### src/design/assert_macros.svh
`ifndef ASSERT_MACROS_SVH
`define ASSERT_MACROS_SVH

// Check a property on every clock edge outside reset.
`define BPAL_ASSERT(lbl, prop, msg) \
  lbl: assert property (@(posedge clk) disable iff (!rst_n) prop) \
    else $error(msg);

// Check a plain condition on every clock edge outside reset.
`define BPAL_ASSERT_ALWAYS(lbl, expr, msg) \
  lbl: assert property (@(posedge clk) disable iff (!rst_n) (expr)) \
    else $error(msg);

`endif

### src/design/bpal_pkg.sv
`default_nettype none
package bpal_pkg;

  localparam int unsigned SAMPLES_DEF  = 20;
  localparam int unsigned MAX_VERT_DEF = 512;
  localparam int unsigned CW = 16;   // coordinate width
  localparam int unsigned DW = 24;   // distance width
  localparam int unsigned WW = 17;   // Bernstein weight width, Q0.16 up to 1.0

  typedef enum logic [1:0] {
    CMD_CLEAR = 2'd0,
    CMD_ADD   = 2'd1,
    CMD_CLOSE = 2'd2,
    CMD_QUERY = 2'd3
  } cmd_t;

  typedef enum logic [1:0] {
    STAT_OK    = 2'd0,
    STAT_EMPTY = 2'd1,
    STAT_FULL  = 2'd2
  } stat_t;

  typedef struct packed {
    cmd_t                 op;
    logic signed [CW-1:0] p0_x;
    logic signed [CW-1:0] p0_y;
    logic signed [CW-1:0] p1_x;
    logic signed [CW-1:0] p1_y;
    logic signed [CW-1:0] p2_x;
    logic signed [CW-1:0] p2_y;
    logic signed [CW-1:0] p3_x;
    logic signed [CW-1:0] p3_y;
    logic [DW-1:0]        qdist;
  } item_t;

  typedef enum logic [4:0] {
    ST_IDLE,
    ST_MAC,
    ST_RND,
    ST_APP,
    ST_SQI,
    ST_SQRT,
    ST_WR,
    ST_QCHK,
    ST_SRCH,
    ST_SCMP,
    ST_QR0,
    ST_QR1,
    ST_QR2,
    ST_QDIV,
    ST_QLX,
    ST_QLY,
    ST_QEND,
    ST_DONE
  } eng_state_t;

  // Bernstein weight k at parameter t (Q0.16), rounded half up
  function automatic logic [WW-1:0] bern_weight(input longint unsigned t,
                                                input int unsigned k);
    longint unsigned u;
    longint unsigned v;
    u = 64'd65536 - t;
    case (k)
      0:       v = u * u * u;
      1:       v = 64'd3 * u * u * t;
      2:       v = 64'd3 * u * t * t;
      default: v = t * t * t;
    endcase
    v = (v + 64'h8000_0000) >> 32;
    return v[WW-1:0];
  endfunction

  // Round a Q16 product half up, add a base and saturate to 16 bits
  function automatic logic signed [CW-1:0] rnd_sat(input logic signed [35:0] acc,
                                                   input logic signed [CW-1:0] base);
    logic signed [35:0]   sh;
    logic signed [36:0]   sum;
    logic signed [CW-1:0] res;
    sh  = (acc + 36'sd32768) >>> 16;
    sum = 37'(sh) + 37'(base);
    if (sum > 37'sd32767) begin
      res = 16'sh7fff;
    end else if (sum < -37'sd32768) begin
      res = 16'sh8000;
    end else begin
      res = sum[CW-1:0];
    end
    return res;
  endfunction

endpackage
`default_nettype wire

### src/design/bpal_if.sv
`default_nettype none
interface bpal_in_if import bpal_pkg::*; ();
  logic                 valid;
  logic                 ready;
  logic [1:0]           cmd;
  logic signed [CW-1:0] p0_x;
  logic signed [CW-1:0] p0_y;
  logic signed [CW-1:0] p1_x;
  logic signed [CW-1:0] p1_y;
  logic signed [CW-1:0] p2_x;
  logic signed [CW-1:0] p2_y;
  logic signed [CW-1:0] p3_x;
  logic signed [CW-1:0] p3_y;
  logic [DW-1:0]        query_distance;

  modport source (output valid, cmd, p0_x, p0_y, p1_x, p1_y, p2_x, p2_y, p3_x, p3_y,
                  query_distance, input ready);
  modport sink   (input valid, cmd, p0_x, p0_y, p1_x, p1_y, p2_x, p2_y, p3_x, p3_y,
                  query_distance, output ready);
endinterface

`default_nettype wire

### src/design/bpal_front.sv
`default_nettype none
module bpal_front import bpal_pkg::*; (
  input  logic       clk,
  input  logic       rst_n,
  bpal_in_if.sink    in_ch,
  output logic       hd_valid,
  input  logic       hd_ready,
  output item_t      hd_item
);

  item_t      ent_r [2];
  logic       wp_r, rp_r;
  logic [1:0] cnt_r;
  item_t      cls;
  logic       push, pop;

  // classify the incoming beat
  always_comb begin
    cls       = '0;
    unique case (in_ch.cmd)
      2'd0:    cls.op = CMD_CLEAR;
      2'd1:    cls.op = CMD_ADD;
      2'd2:    cls.op = CMD_CLOSE;
      default: cls.op = CMD_QUERY;
    endcase
    cls.p0_x  = in_ch.p0_x;
    cls.p0_y  = in_ch.p0_y;
    cls.p1_x  = in_ch.p1_x;
    cls.p1_y  = in_ch.p1_y;
    cls.p2_x  = in_ch.p2_x;
    cls.p2_y  = in_ch.p2_y;
    cls.p3_x  = in_ch.p3_x;
    cls.p3_y  = in_ch.p3_y;
    cls.qdist = in_ch.query_distance;
  end

  assign in_ch.ready = !cnt_r[1];
  assign push        = in_ch.valid && in_ch.ready;
  assign hd_valid    = (cnt_r != 2'd0);
  assign pop         = hd_valid && hd_ready;
  assign hd_item     = ent_r[rp_r];

  // hold items in a two-entry queue
  always_ff @(posedge clk) begin
    if (push) begin
      ent_r[wp_r] <= cls;
    end
  end

  always_ff @(posedge clk) begin
    if (!rst_n) begin
      wp_r  <= 1'b0;
      rp_r  <= 1'b0;
      cnt_r <= 2'd0;
    end else begin
      if (push) begin
        wp_r <= !wp_r;
      end
      if (pop) begin
        rp_r <= !rp_r;
      end
      cnt_r <= cnt_r + {1'b0, push} - {1'b0, pop};
    end
  end

endmodule
`default_nettype wire

### src/flat_wrapper.sv
// flat-port wrapper written by rule: the top's interface ports become plain ports
module bpal_front_flat import bpal_pkg::*;
  (clk, rst_n, hd_valid, hd_ready, hd_item, in_ch_valid, in_ch_cmd, in_ch_p0_x, in_ch_p0_y, in_ch_p1_x, in_ch_p1_y, in_ch_p2_x, in_ch_p2_y, in_ch_p3_x, in_ch_p3_y, in_ch_query_distance, in_ch_ready);
  bpal_in_if in_ch_i ();
  input  logic clk;
  input  logic rst_n;
  output logic hd_valid;
  input  logic hd_ready;
  output item_t hd_item;
  input wire logic [$bits(in_ch_i.valid)-1:0] in_ch_valid;
  input wire logic [$bits(in_ch_i.cmd)-1:0] in_ch_cmd;
  input wire logic [$bits(in_ch_i.p0_x)-1:0] in_ch_p0_x;
  input wire logic [$bits(in_ch_i.p0_y)-1:0] in_ch_p0_y;
  input wire logic [$bits(in_ch_i.p1_x)-1:0] in_ch_p1_x;
  input wire logic [$bits(in_ch_i.p1_y)-1:0] in_ch_p1_y;
  input wire logic [$bits(in_ch_i.p2_x)-1:0] in_ch_p2_x;
  input wire logic [$bits(in_ch_i.p2_y)-1:0] in_ch_p2_y;
  input wire logic [$bits(in_ch_i.p3_x)-1:0] in_ch_p3_x;
  input wire logic [$bits(in_ch_i.p3_y)-1:0] in_ch_p3_y;
  input wire logic [$bits(in_ch_i.query_distance)-1:0] in_ch_query_distance;
  output wire logic [$bits(in_ch_i.ready)-1:0] in_ch_ready;
  assign in_ch_i.valid = in_ch_valid;
  assign in_ch_i.cmd = in_ch_cmd;
  assign in_ch_i.p0_x = in_ch_p0_x;
  assign in_ch_i.p0_y = in_ch_p0_y;
  assign in_ch_i.p1_x = in_ch_p1_x;
  assign in_ch_i.p1_y = in_ch_p1_y;
  assign in_ch_i.p2_x = in_ch_p2_x;
  assign in_ch_i.p2_y = in_ch_p2_y;
  assign in_ch_i.p3_x = in_ch_p3_x;
  assign in_ch_i.p3_y = in_ch_p3_y;
  assign in_ch_i.query_distance = in_ch_query_distance;
  assign in_ch_ready = in_ch_i.ready;
  bpal_front u_core (.clk(clk), .rst_n(rst_n), .in_ch(in_ch_i), .hd_valid(hd_valid), .hd_ready(hd_ready), .hd_item(hd_item));
endmodule
### config.mk
export PLATFORM = sky130hd
export DESIGN_NAME = bpal_front_flat
export DESIGN_NICKNAME = d
export VERILOG_FILES = /design/src/design/assert_macros.svh /design/src/design/bpal_pkg.sv /design/src/design/bpal_if.sv /design/src/design/bpal_front.sv /design/src/flat_wrapper.sv
export SDC_FILE = /design/constraint.sdc
export NUM_CORES = 1
export LEC_CHECK = 0
export BUFFER_PORTS_ARGS = -buffer_cell sky130_fd_sc_hd__buf_4
export CAP_MARGIN = 20
export CORE_MARGIN = 1.5
export CORE_UTILIZATION = 47
export DETAILED_ROUTE_END_ITERATION = 10
export PLACE_DENSITY_LB_ADDON = 0.15
export SYNTH_ARGS = -nofsm -noshare
export SYNTH_HDL_FRONTEND = slang
export SYNTH_SLANG_ARGS = --single-unit
### constraint.sdc
create_clock -name clk -period 9.2 [get_ports clk]
set_input_delay 1.38 -clock clk [delete_from_list [all_inputs] [get_ports clk]]
set_output_delay 1.38 -clock clk [all_outputs]
set_load 0.02 [all_outputs]
; ---- After elaboration in Yosys (flattened, before gate mapping)
; Memory sizes are Yosys's and may differ from the RTL's. A register that Yosys moved wholly into a read port is not among the register bits.
; Index checks and enable logic that the tools add are counted.
[word_totals]
in_bits = 158
wordCells = 20
ff_bits = 4
output_inout_bits = 156
mem_count = 1
ramBits = 308
[mem_list]
columns = name, words, word_bits, read_ports, rd_clocked_by_memory_dff, write_ports, line
row1 = u_core.ent_r, 2, 154, 1, 1, 1, bpal_front.sv:11  ; item_t ent_r [2];
[op_classes]
addsub = 2
mux = 5
n_reduce_logical = 7
n_eq_ne = 2
[ops]
columns = cell, count
row1 = 2-bit one-hot mux with 3 select lines, 1
row2 = 1-bit two-way mux, 4
row3 = 1-bit zero test, 3
row4 = 2-bit by 1-bit adder with 2-bit output, 1
row5 = 2-bit by 1-bit equality test with 1-bit output (second input constant), 1
row6 = 2-bit equality test (second input constant), 1
row7 = 1-bit logical AND, 2
row8 = 2-bit zero test, 1
row9 = 2-bit nonzero test, 1
row10 = 2-bit by 1-bit subtractor with 2-bit output, 1

; ---- Depth between registers and ports, before layout
; Gate-level depths: netlist of the first run.
[logic_depth]
word_depth = 4
mapped_depth = 7
ltp_nobuf = 7

; ---- Least setup slack after synthesis of the first run
; Ideal clock, no wire load.
[synth_timing]
kind = in2reg
start = input in_ch_valid
end = memory u_core.ent_r[0][0] (netlist name), enable pin
setup_slack_ps = 106
path_stages = 2
setup_ps = 688
t_arrival_ps = 8406
path_buffers = 0
cell_sequence = nor2b_1 -> nor2b_1
[synth_via]
elab_chain_len = 3
[synth_lines]
columns = element, line
row1 = from (decl), flat_wrapper.sv:10  ; input wire logic [$bits(in_ch_i.valid)-1:0] in_ch_valid;
row2 = 1-bit logical AND, bpal_front.sv:38  ; assign push = in_ch.valid && in_ch.ready;
row3 = 1-bit two-way mux, bpal_front.sv:45  ; if (push) begin
row4 = 1-bit two-way mux (not written as such), bpal_front.sv:46  ; ent_r[wp_r] <= cls;
row5 = to (decl), bpal_front.sv:11
; No other way between the ends.

==> out/results.ini, run 1 <==
[setup_path]
crit_family = buffers and inverters
critical_path_class = reg -> out
cp.arrival_ps = 2710
crit_chain = buf_4 -> mux2_2 -> buf_4
cp_num_buf_inv = 2
worstPathRequired_ps = 7820
critPathMostFrequentCell = buf_4
critPathMaxStageDelay_ps = 880
startpoint_type = flop
cp_max_fo = 73
crit_path_end_kind = primary output
crit_slowest_cell = buf_4

[floorplanning]
pin_count = 314
num_rows = 57
die_h_um = 160
start_util = 0.478
core_sq_mm = 0.0242
dieArea_sq_mm = 0.0256
die_w_um = 160

[place]
pre_cts_slack_ps = 5000
hpwlAfterDp_um = 14900
gp_congestion = 0.751
io_buffers = 313

[yosys]
synthSimpleGateAreaFrac = 0.00465
ys_seq_area_frac = 0.807
synth_edf_count = 308
synthTopCellsByCount = edfxtp_1, mux2_2, mux2_4, buf_2, buf_6
ys.flop_type = edfxtp_1
synth_area_leaders = edfxtp_1, mux2_2, mux2_4, dfxtp_1, buf_6
synth_compound_area_frac = 0.00130
synth_top_area_share = 0.799
synth-seq-cells = 313
syn_area_per_cell_sq_um = 22.9
synth_top_family_by_area = multiplexers
synthMuxAreaShare = 0.169
syn_inst = 505
synth_fa_ha_area_frac = 0.00216
async_flop_share = 0
yosysWarnings = 0
yosys.cell_types.count = 14
syn_area_sq_mm = 0.0116
synth_fp_nets = 665
synth-xor-area-share = 0.00227
yosysMostFrequentCell = edfxtp_1
synth_area_leader_cell = edfxtp_1

[timing]
period_minus_slack_ps = 4090
max_slew_margin = 0.303
fmax_ghz = 0.244
skew_ps = 23.9
rsz0062_at_grt = false
tns_ps = 0
tightest_slew_ps = 1050
fin_crit_sh = 0.445
slew_violations = 0
hold_viol = 0
finalSetupViolations = 0
timing.final.ws_setup_ps = 5110

[cts]
cts_made_buffers = 30
cts_num_sinks = 313
h-tree-depth = 1
cts_max_path_buffers = 3
post_cts_buffers = 0
post_cts_resized = 0
cts.clk_slew.worst_paths_ps = 60
root_buffer = clkbuf_16
cts_tree = built
worstSkewPairLatency_ps = 550
cts_hold_buf = 0

[grt]
grt-ovfl-total = 0
grt_pass1_wl_um = 33200
grtUsageTotal = 0.169
grt_start_max_net_pins = 88
grt_pass1_vias = 6092
antenna_found_initial = 0

[pwr]
leakage_nw = 5.76
pwr_density_cell_mw_per_mm2 = 279
ir_worst_vdd_mv = 0.181

[final_layout]
n_fill_cell = 1768
drive_gt1_frac = 0.600
regArea_sq_mm = 0.00935
area_growth_syn_to_layout_pct = 31.5
n_antenna_cell = 0
final_nets = 998
multi_input_area_sq_mm = 0.00209

[routing]
drt_iter0_markers = 392
drcViolationCount = 0
routed_via_density = 4.89
wl_per_cell_um = 18.9
final_antenna_net_count = 0
drt_wl_total_um = 22400
firstDrtPassIters = 4
vias = 5799

[flow_run]
cap_violations = 0

[outcome]
status = finished, final reports clean

[min_path]
hold_path.class = reg -> reg

kinds of logic after synthesis:
kind of cell / count (synthesis)
XOR/XNOR: 3
multiplexers: 154
AND/OR/NAND/NOR: 9
AO/OA/AOI/OAI: 2
flip-flops: 313
adder cells (fa/ha/maj): 2
buffers and inverters: 22
area by class of cell:
class	instances	share of cell area
Sequential cell	313	0.614
Clock inverter	17	0.00822
Tap cell	324	0.0266
Multi-Input combinational cell	170	0.137
Timing Repair Buffer	320	0.160
Inverter	3	0.000739
Clock buffer	38	0.0527
registers in the layout (all words and copies together), names as in the netlist, named ones only:
name          cells
u_core.cnt_r      2
u_core.ent_r    308
u_core.rp_r       1
u_core.wp_r       1
metrics by stage:
step	instances	total power, mW	area, sq um	hold WS [ps]	util
6_report	1185	4.26	15200	552	0.628
5_1_grt	1185	4.43	15200	591	0.628
4_1_cts	1183	4.30	15200	557	0.626
3_5_place_dp	1128	3.14	14200	532	0.588
3_3_place_gp	1128	3.12	14200	519	0.588
2_1_floorplan	505	2.70	11600	504	-
final timing paths:
path / from / endpoint / slack [ps] / cells after the start
hold reg to reg: u_core.rp_r$_SDFFE_PN0P_ / flop / 550 / 2
hold / removal: u_core.rp_r$_SDFFE_PN0P_ / flop / 550 / 2
setup / recovery: flop / hd_item[15] / 5110 / 3
setup reg to reg: u_core.cnt_r[1]$_SDFF_PN0_ / u_core.ent_r[0][117]$_DFFE_PP_ / 6330 / 5
layer usage:
layer / track usage / part of all wire / routed length (um)
met1: 0.207 / 0.39 / 8760
met5: 0 / 0 / 0
met2: 0.277 / 0.48 / 10800
met4: 0.0569 / 0.034 / 770
met3: 0.0642 / 0.093 / 2090
report_power, final:
group	leakage (nW)	internal (mW)	switching, mW
clock network	0.458	0.666	0.487
logic	2.39	0.594	0.663
registers	2.91	1.79	0.0584
total	5.76	3.05	1.21
worst min-delay path: cells and delay by family, from the launching register on:
kind	cells	cell delay (ps)
XOR/XNOR	1	90
flip-flops	1	330
AND/OR/NAND/NOR	1	90
placed cells by master, fill, tap and decap left out:
cell type  count
and2_1         2
and2_4         1
buf_16         2
buf_4        318
bufinv_16      2
clkbuf_1       7
clkbuf_16     31
clkinv_1       8
clkinv_2       7
dfxtp_1        4
dfxtp_4        1
edfxtp_1     308
ha_1           2
inv_1          3
mux2_2        94
mux2_4        60
nand2_1        1
nor2b_1        4
nor2b_4        1
o21a_1         2
xnor2_1        3
Note: power is estimated with default switching activity, not from simulation.
==> run 2: changes to the inputs <==
- CORE_UTILIZATION: 47 -> 52
- clock period: 9.2 -> 4.3 ns (I/O delays scaled with it)
==> run 2 against run 1 <==
Clock-buffer cell count shrank 3. Largest power group unchanged. Highest routed layer unchanged. Routed wire length shrank 0.59%. Clock power increased by 130%. Setup slack worse by 3700 ps. Register-to-register slack got worse by 4200 ps. Worst hold slack worse by 270 ps.
==> out/results.ini, run 2 (same netlist as run 1, synthesis figures left out) <==
[cts]
cts.clk_slew.worst_paths_ps = 60
post_cts_resized = 0
cts_tree = built
cts_max_path_buffers = 3
cts_made_buffers = 31
worstSkewPairLatency_ps = 540
post_cts_buffers = 0
cts_hold_buf = 0
root_buffer = clkbuf_16
cts_num_sinks = 313
h-tree-depth = 1

[place]
pre_cts_slack_ps = 1760
gp_congestion = 0.762
io_buffers = 313
placed_cells = 1086
hpwlAfterDp_um = 15100

[final_layout]
layout_common_cells = buf_4, edfxtp_1, mux2_2
n_fill_cell = 1382
final_util = 0.700
regArea_sq_mm = 0.00935
drive_gt1_frac = 0.610
largest_reg_flops = 308
final_common_cell = buf_4
area_growth_syn_to_layout_pct = 31.8
reg_top3 = u_core.ent_r: 308 flops, u_core.cnt_r: 2 flops
multi_input_area_sq_mm = 0.00209
largest-register = u_core.ent_r
final_nets = 999
n_antenna_cell = 0
final_cells = 1143

[setup_path]
crit_chain = buf_4 -> mux2_2 -> buf_4
cp.arrival_ps = 2250
critPathMostFrequentCell = buf_4
critical_path_class = reg -> out
cp_max_fo = 51
critPathMaxStageDelay_ps = 650
cp_num_buf_inv = 2
startpoint_type = flop
worstPathRequired_ps = 3650
crit_slowest_cell = buf_4
crit_path_end_kind = primary output
crit_family = buffers and inverters

[pwr]
pwr_density_cell_mw_per_mm2 = 611
ir_worst_vdd_mv = 0.366
power_mw = 9.32
leakage_nw = 5.80

[routing]
routed_via_density = 5.07
route.met3.wl_um = 2150
final_antenna_net_count = 0
wl_per_cell_um = 19.5
drcViolationCount = 0
highest_layer = met4
route.layer.met1.wl_um = 8200
firstDrtPassIters = 4
drt_wl_total_um = 22300
wl_met2_um = 11400
vias = 5799
drt_iter0_markers = 391

[floorplanning]
die_h_um = 152
dieArea_sq_mm = 0.0232
core_sq_mm = 0.0218
pin_count = 314
start_util = 0.531
num_rows = 54
die_w_um = 152

[timing]
finalSetupViolations = 0
tns_ps = 0
hold_viol = 0
tightest_slew_ps = 865
slew_violations = 0
period_minus_slack_ps = 2900
timing.final.ws_setup_ps = 1400
fin_crit_sh = 0.674
max_slew_margin = 0.423
skew_ps = 8.16
rsz0062_at_grt = false
fmax_ghz = 0.345

[grt]
grt_start_max_net_pins = 97
grt_pass1_vias = 6298
grt_pass1_wl_um = 33700
antenna_found_initial = 0
grt-ovfl-total = 0
grtUsageTotal = 0.188

[outcome]
status = finished, final reports clean

[flow_run]
cap_violations = 0

[min_path]
hold_path.class = in -> reg

run 2: cell types whose count changed in the layout (fill, tap and decap cells not counted), sizes merged:
cell and change:
bufinv +3, clkbuf -3, clkinv -3, clkinvlp +3
inv +2
run 2: stage by stage:
step | hold slack (ps) | cell area [sq um]
CTS | 257 | 15300
global placement | 519 | 14200
detailed placement | 541 | 14200
finish | 280 | 15300
global route | 253 | 15300
floorplan | 504 | 11600
run 2: worst reg2reg max path, stage by stage, from the launching register on:
cell and delay [ps]:
dfxtp_1 350, nor2b_1 260, and2_4 410, buf_4 700
run 2: final timing paths:
kind                              startpoint                        endpoint  slack [ps]  cells past startpoint
setup reg to reg  u_core.cnt_r[1]$_SDFF_PN0_  u_core.ent_r[1][121]$_DFFE_PP_        2140                      3
setup / recovery                        flop                      hd_item[1]        1400                      3
hold reg to reg     u_core.rp_r$_SDFFE_PN0P_                            flop         550                      2
hold / removal                in_ch_p3_y[11]   u_core.ent_r[0][35]$_DFFE_PP_         280                      1
run 2: report_power, final:
part,switching [mW],internal (mW)
combinational,1.44,1.26
sequential,0.101,3.82
clock,1.07,1.62
run 2: cell type report:
| type | count | share of cell area |
|---|---|---|
| Sequential cell | 313 | 0.613 |
| Tap cell | 280 | 0.0229 |
| Multi-Input combinational cell | 170 | 0.137 |
| Inverter | 3 | 0.000738 |
| Clock buffer | 35 | 0.0518 |
| Clock inverter | 22 | 0.0161 |
| Timing Repair Buffer | 320 | 0.159 |
run 2: layer usage:
layer / GRT usage / vias to the layer above
met5: 0 / -
met4: 0.0546 / 0
met3: 0.0666 / 38
met2: 0.331 / 246
met1: 0.216 / 2848
li1: - / 2667
==> run 3: changes to the inputs <==
- clock period: 4.3 -> 2.9 ns (I/O delays scaled with it)
==> run 3 against run 2 <==
Total power up 46%. Clock skew up 1.2 ps. Non-clock buffer count up 10. Flip-flop and latch count unchanged. Combinational power up 53%. Clock-buffer cell count up 5. Worst hold slack worse by 210 ps. Largest cell class unchanged.
==> out/results.ini, run 3 (same netlist as run 1, synthesis figures left out) <==
[outcome]
status = finished, final reports clean

[final_layout]
stdcell_area_sq_mm = 0.0153
regArea_sq_mm = 0.00935
final_common_cell = buf_4
drive_gt1_frac = 0.604
final_nets = 1009
n_antenna_cell = 0
multi_input_area_sq_mm = 0.00210
reg_top3 = u_core.ent_r: 308 flops, u_core.cnt_r: 2 flops
n_fill_cell = 1423
area_growth_syn_to_layout_pct = 32.3
largest_reg_flops = 308
layout_common_cells = buf_4, edfxtp_1, mux2_2
largest-register = u_core.ent_r

[grt]
grt_use_met1 = 0.216
antenna_found_initial = 0
met2_usage = 0.321
busiest_layer = met2
grt_pass1_vias = 6221
grt_start_max_net_pins = 89
grt_pass1_wl_um = 33400
grt-ovfl-total = 0
groute.layer.met3.usage = 0.0577
grtUsageTotal = 0.185

[place]
gp_congestion = 0.744
hpwlAfterDp_um = 15300
io_buffers = 313
dpl_cell_area_sq_mm = 0.0144
pre_cts_slack_ps = 870

[floorplanning]
start_util = 0.531
num_rows = 54
die_w_um = 152
die_h_um = 152
dieArea_sq_mm = 0.0232
pin_count = 314
core_sq_mm = 0.0218

[routing]
wl_per_cell_um = 19.1
vias = 5857
final_antenna_net_count = 0
firstDrtPassIters = 4
drcViolationCount = 0
drt_iter0_markers = 268
drt_wl_total_um = 22100
routed_via_density = 5.08

[pwr]
clockPowerShare = 0.269
pwr-share-comb = 0.304
p_switching_mw = 3.84
seqPwrFrac = 0.427
pwr_density_cell_mw_per_mm2 = 887
p_int_mw = 9.75
leakage_nw = 5.83
ir_worst_vdd_mv = 0.600
p_sw_frac = 0.283

[min_path]
hold_path.class = in -> reg

[cts]
cts.clk_slew.worst_paths_ps = 60
cts_max_path_buffers = 3
worstSkewPairLatency_ps = 540
cts_num_sinks = 313
h-tree-depth = 1
root_buffer = clkbuf_16
cts_hold_buf = 0
cts_made_buffers = 31
post_cts_buffers = 0
cts_tree = built
post_cts_resized = 0

[timing]
rsz0062_at_grt = false
fmax_ghz = 0.419
skew_ps = 9.32
tightest_slew_ps = 686
period_minus_slack_ps = 2380
slew_violations = 0
timing.final.ws_setup_ps = 515
fin_crit_sh = 0.822
finalSetupViolations = 0
max_slew_margin = 0.543
hold_viol = 0

[setup_path]
worstPathRequired_ps = 2470
startpoint_type = flop
crit_path_end_kind = primary output
cp.arrival_ps = 1950
critical_path_class = reg -> out
cp_max_fo = 88

[flow_run]
cap_violations = 0

-- run 3: changes by cell type in the layout (fill, tap and decap cells not counted), sizes merged --
cell,previous run,this run
clkbuf,35,40
inv,5,3
buf,320,330
clkinvlp,3,0
clkinv,12,14
bufinv,5,2
-- run 3: path summary, 6_finish.rpt --
path | startpoint | to | slack [ps] | cells past startpoint
worst max-delay path | flop | hd_item[34] | 520 | 3
worst min-delay path | in_ch_query_distance[12] | u_core.ent_r[0][12]$_DFFE_PP_ | 70 | 1
worst min register to register | u_core.rp_r$_SDFFE_PN0P_ | flop | 540 | 2
worst max register to register | u_core.cnt_r[1]$_SDFF_PN0_ | u_core.ent_r[1][130]$_DFFE_PP_ | 1040 | 3
-- run 3: through the flow --
step / TNS (ps) / hold slack, ps / utilization / total power [mW] / instances
floorplan: -77930 / 504 / - / 8.46 / 505
global placement: 0 / 519 / 0.659 / 9.97 / 1096
detailed placement: 0 / 539 / 0.659 / 10.1 / 1096
CTS: 0 / 54.2 / 0.702 / 13.7 / 1152
global route: 0 / 53.2 / 0.702 / 14.1 / 1152
finish: 0 / 74.9 / 0.702 / 13.6 / 1152
-- run 3: worst max-delay path, cell delays in order (launching register included) --
cell and delay, ps:
dfxtp_4 370, buf_12 430, mux2_2 400, buf_4 160
-- run 3: layout make-up --
class,count,share of cell area
Clock inverter,16,0.00784
Multi-Input combinational cell,170,0.137
Inverter,3,0.000735
Tap cell,280,0.0229
Timing Repair Buffer,330,0.168
Clock buffer,40,0.0528
Sequential cell,313,0.611
-- run 3: metal layers --
metal | routed length (um) | vias up
met5 | 0 | -
met4 | 684 | 0
met3 | 2130 | 46
met2 | 11100 | 262
met1 | 8170 | 2855
li1 | - | 2694
-- run 3: power groups by stage --
stage	registers [mW]	logic (mW)	clock network (mW)
2_1_floorplan	5.89	2.57	0
3_3_place_gp	5.86	4.11	0
5_1_grt	5.84	4.35	3.92
6_report	5.80	4.13	3.66
4_1_cts	5.81	4.19	3.74
3_5_place_dp	5.90	4.17	0
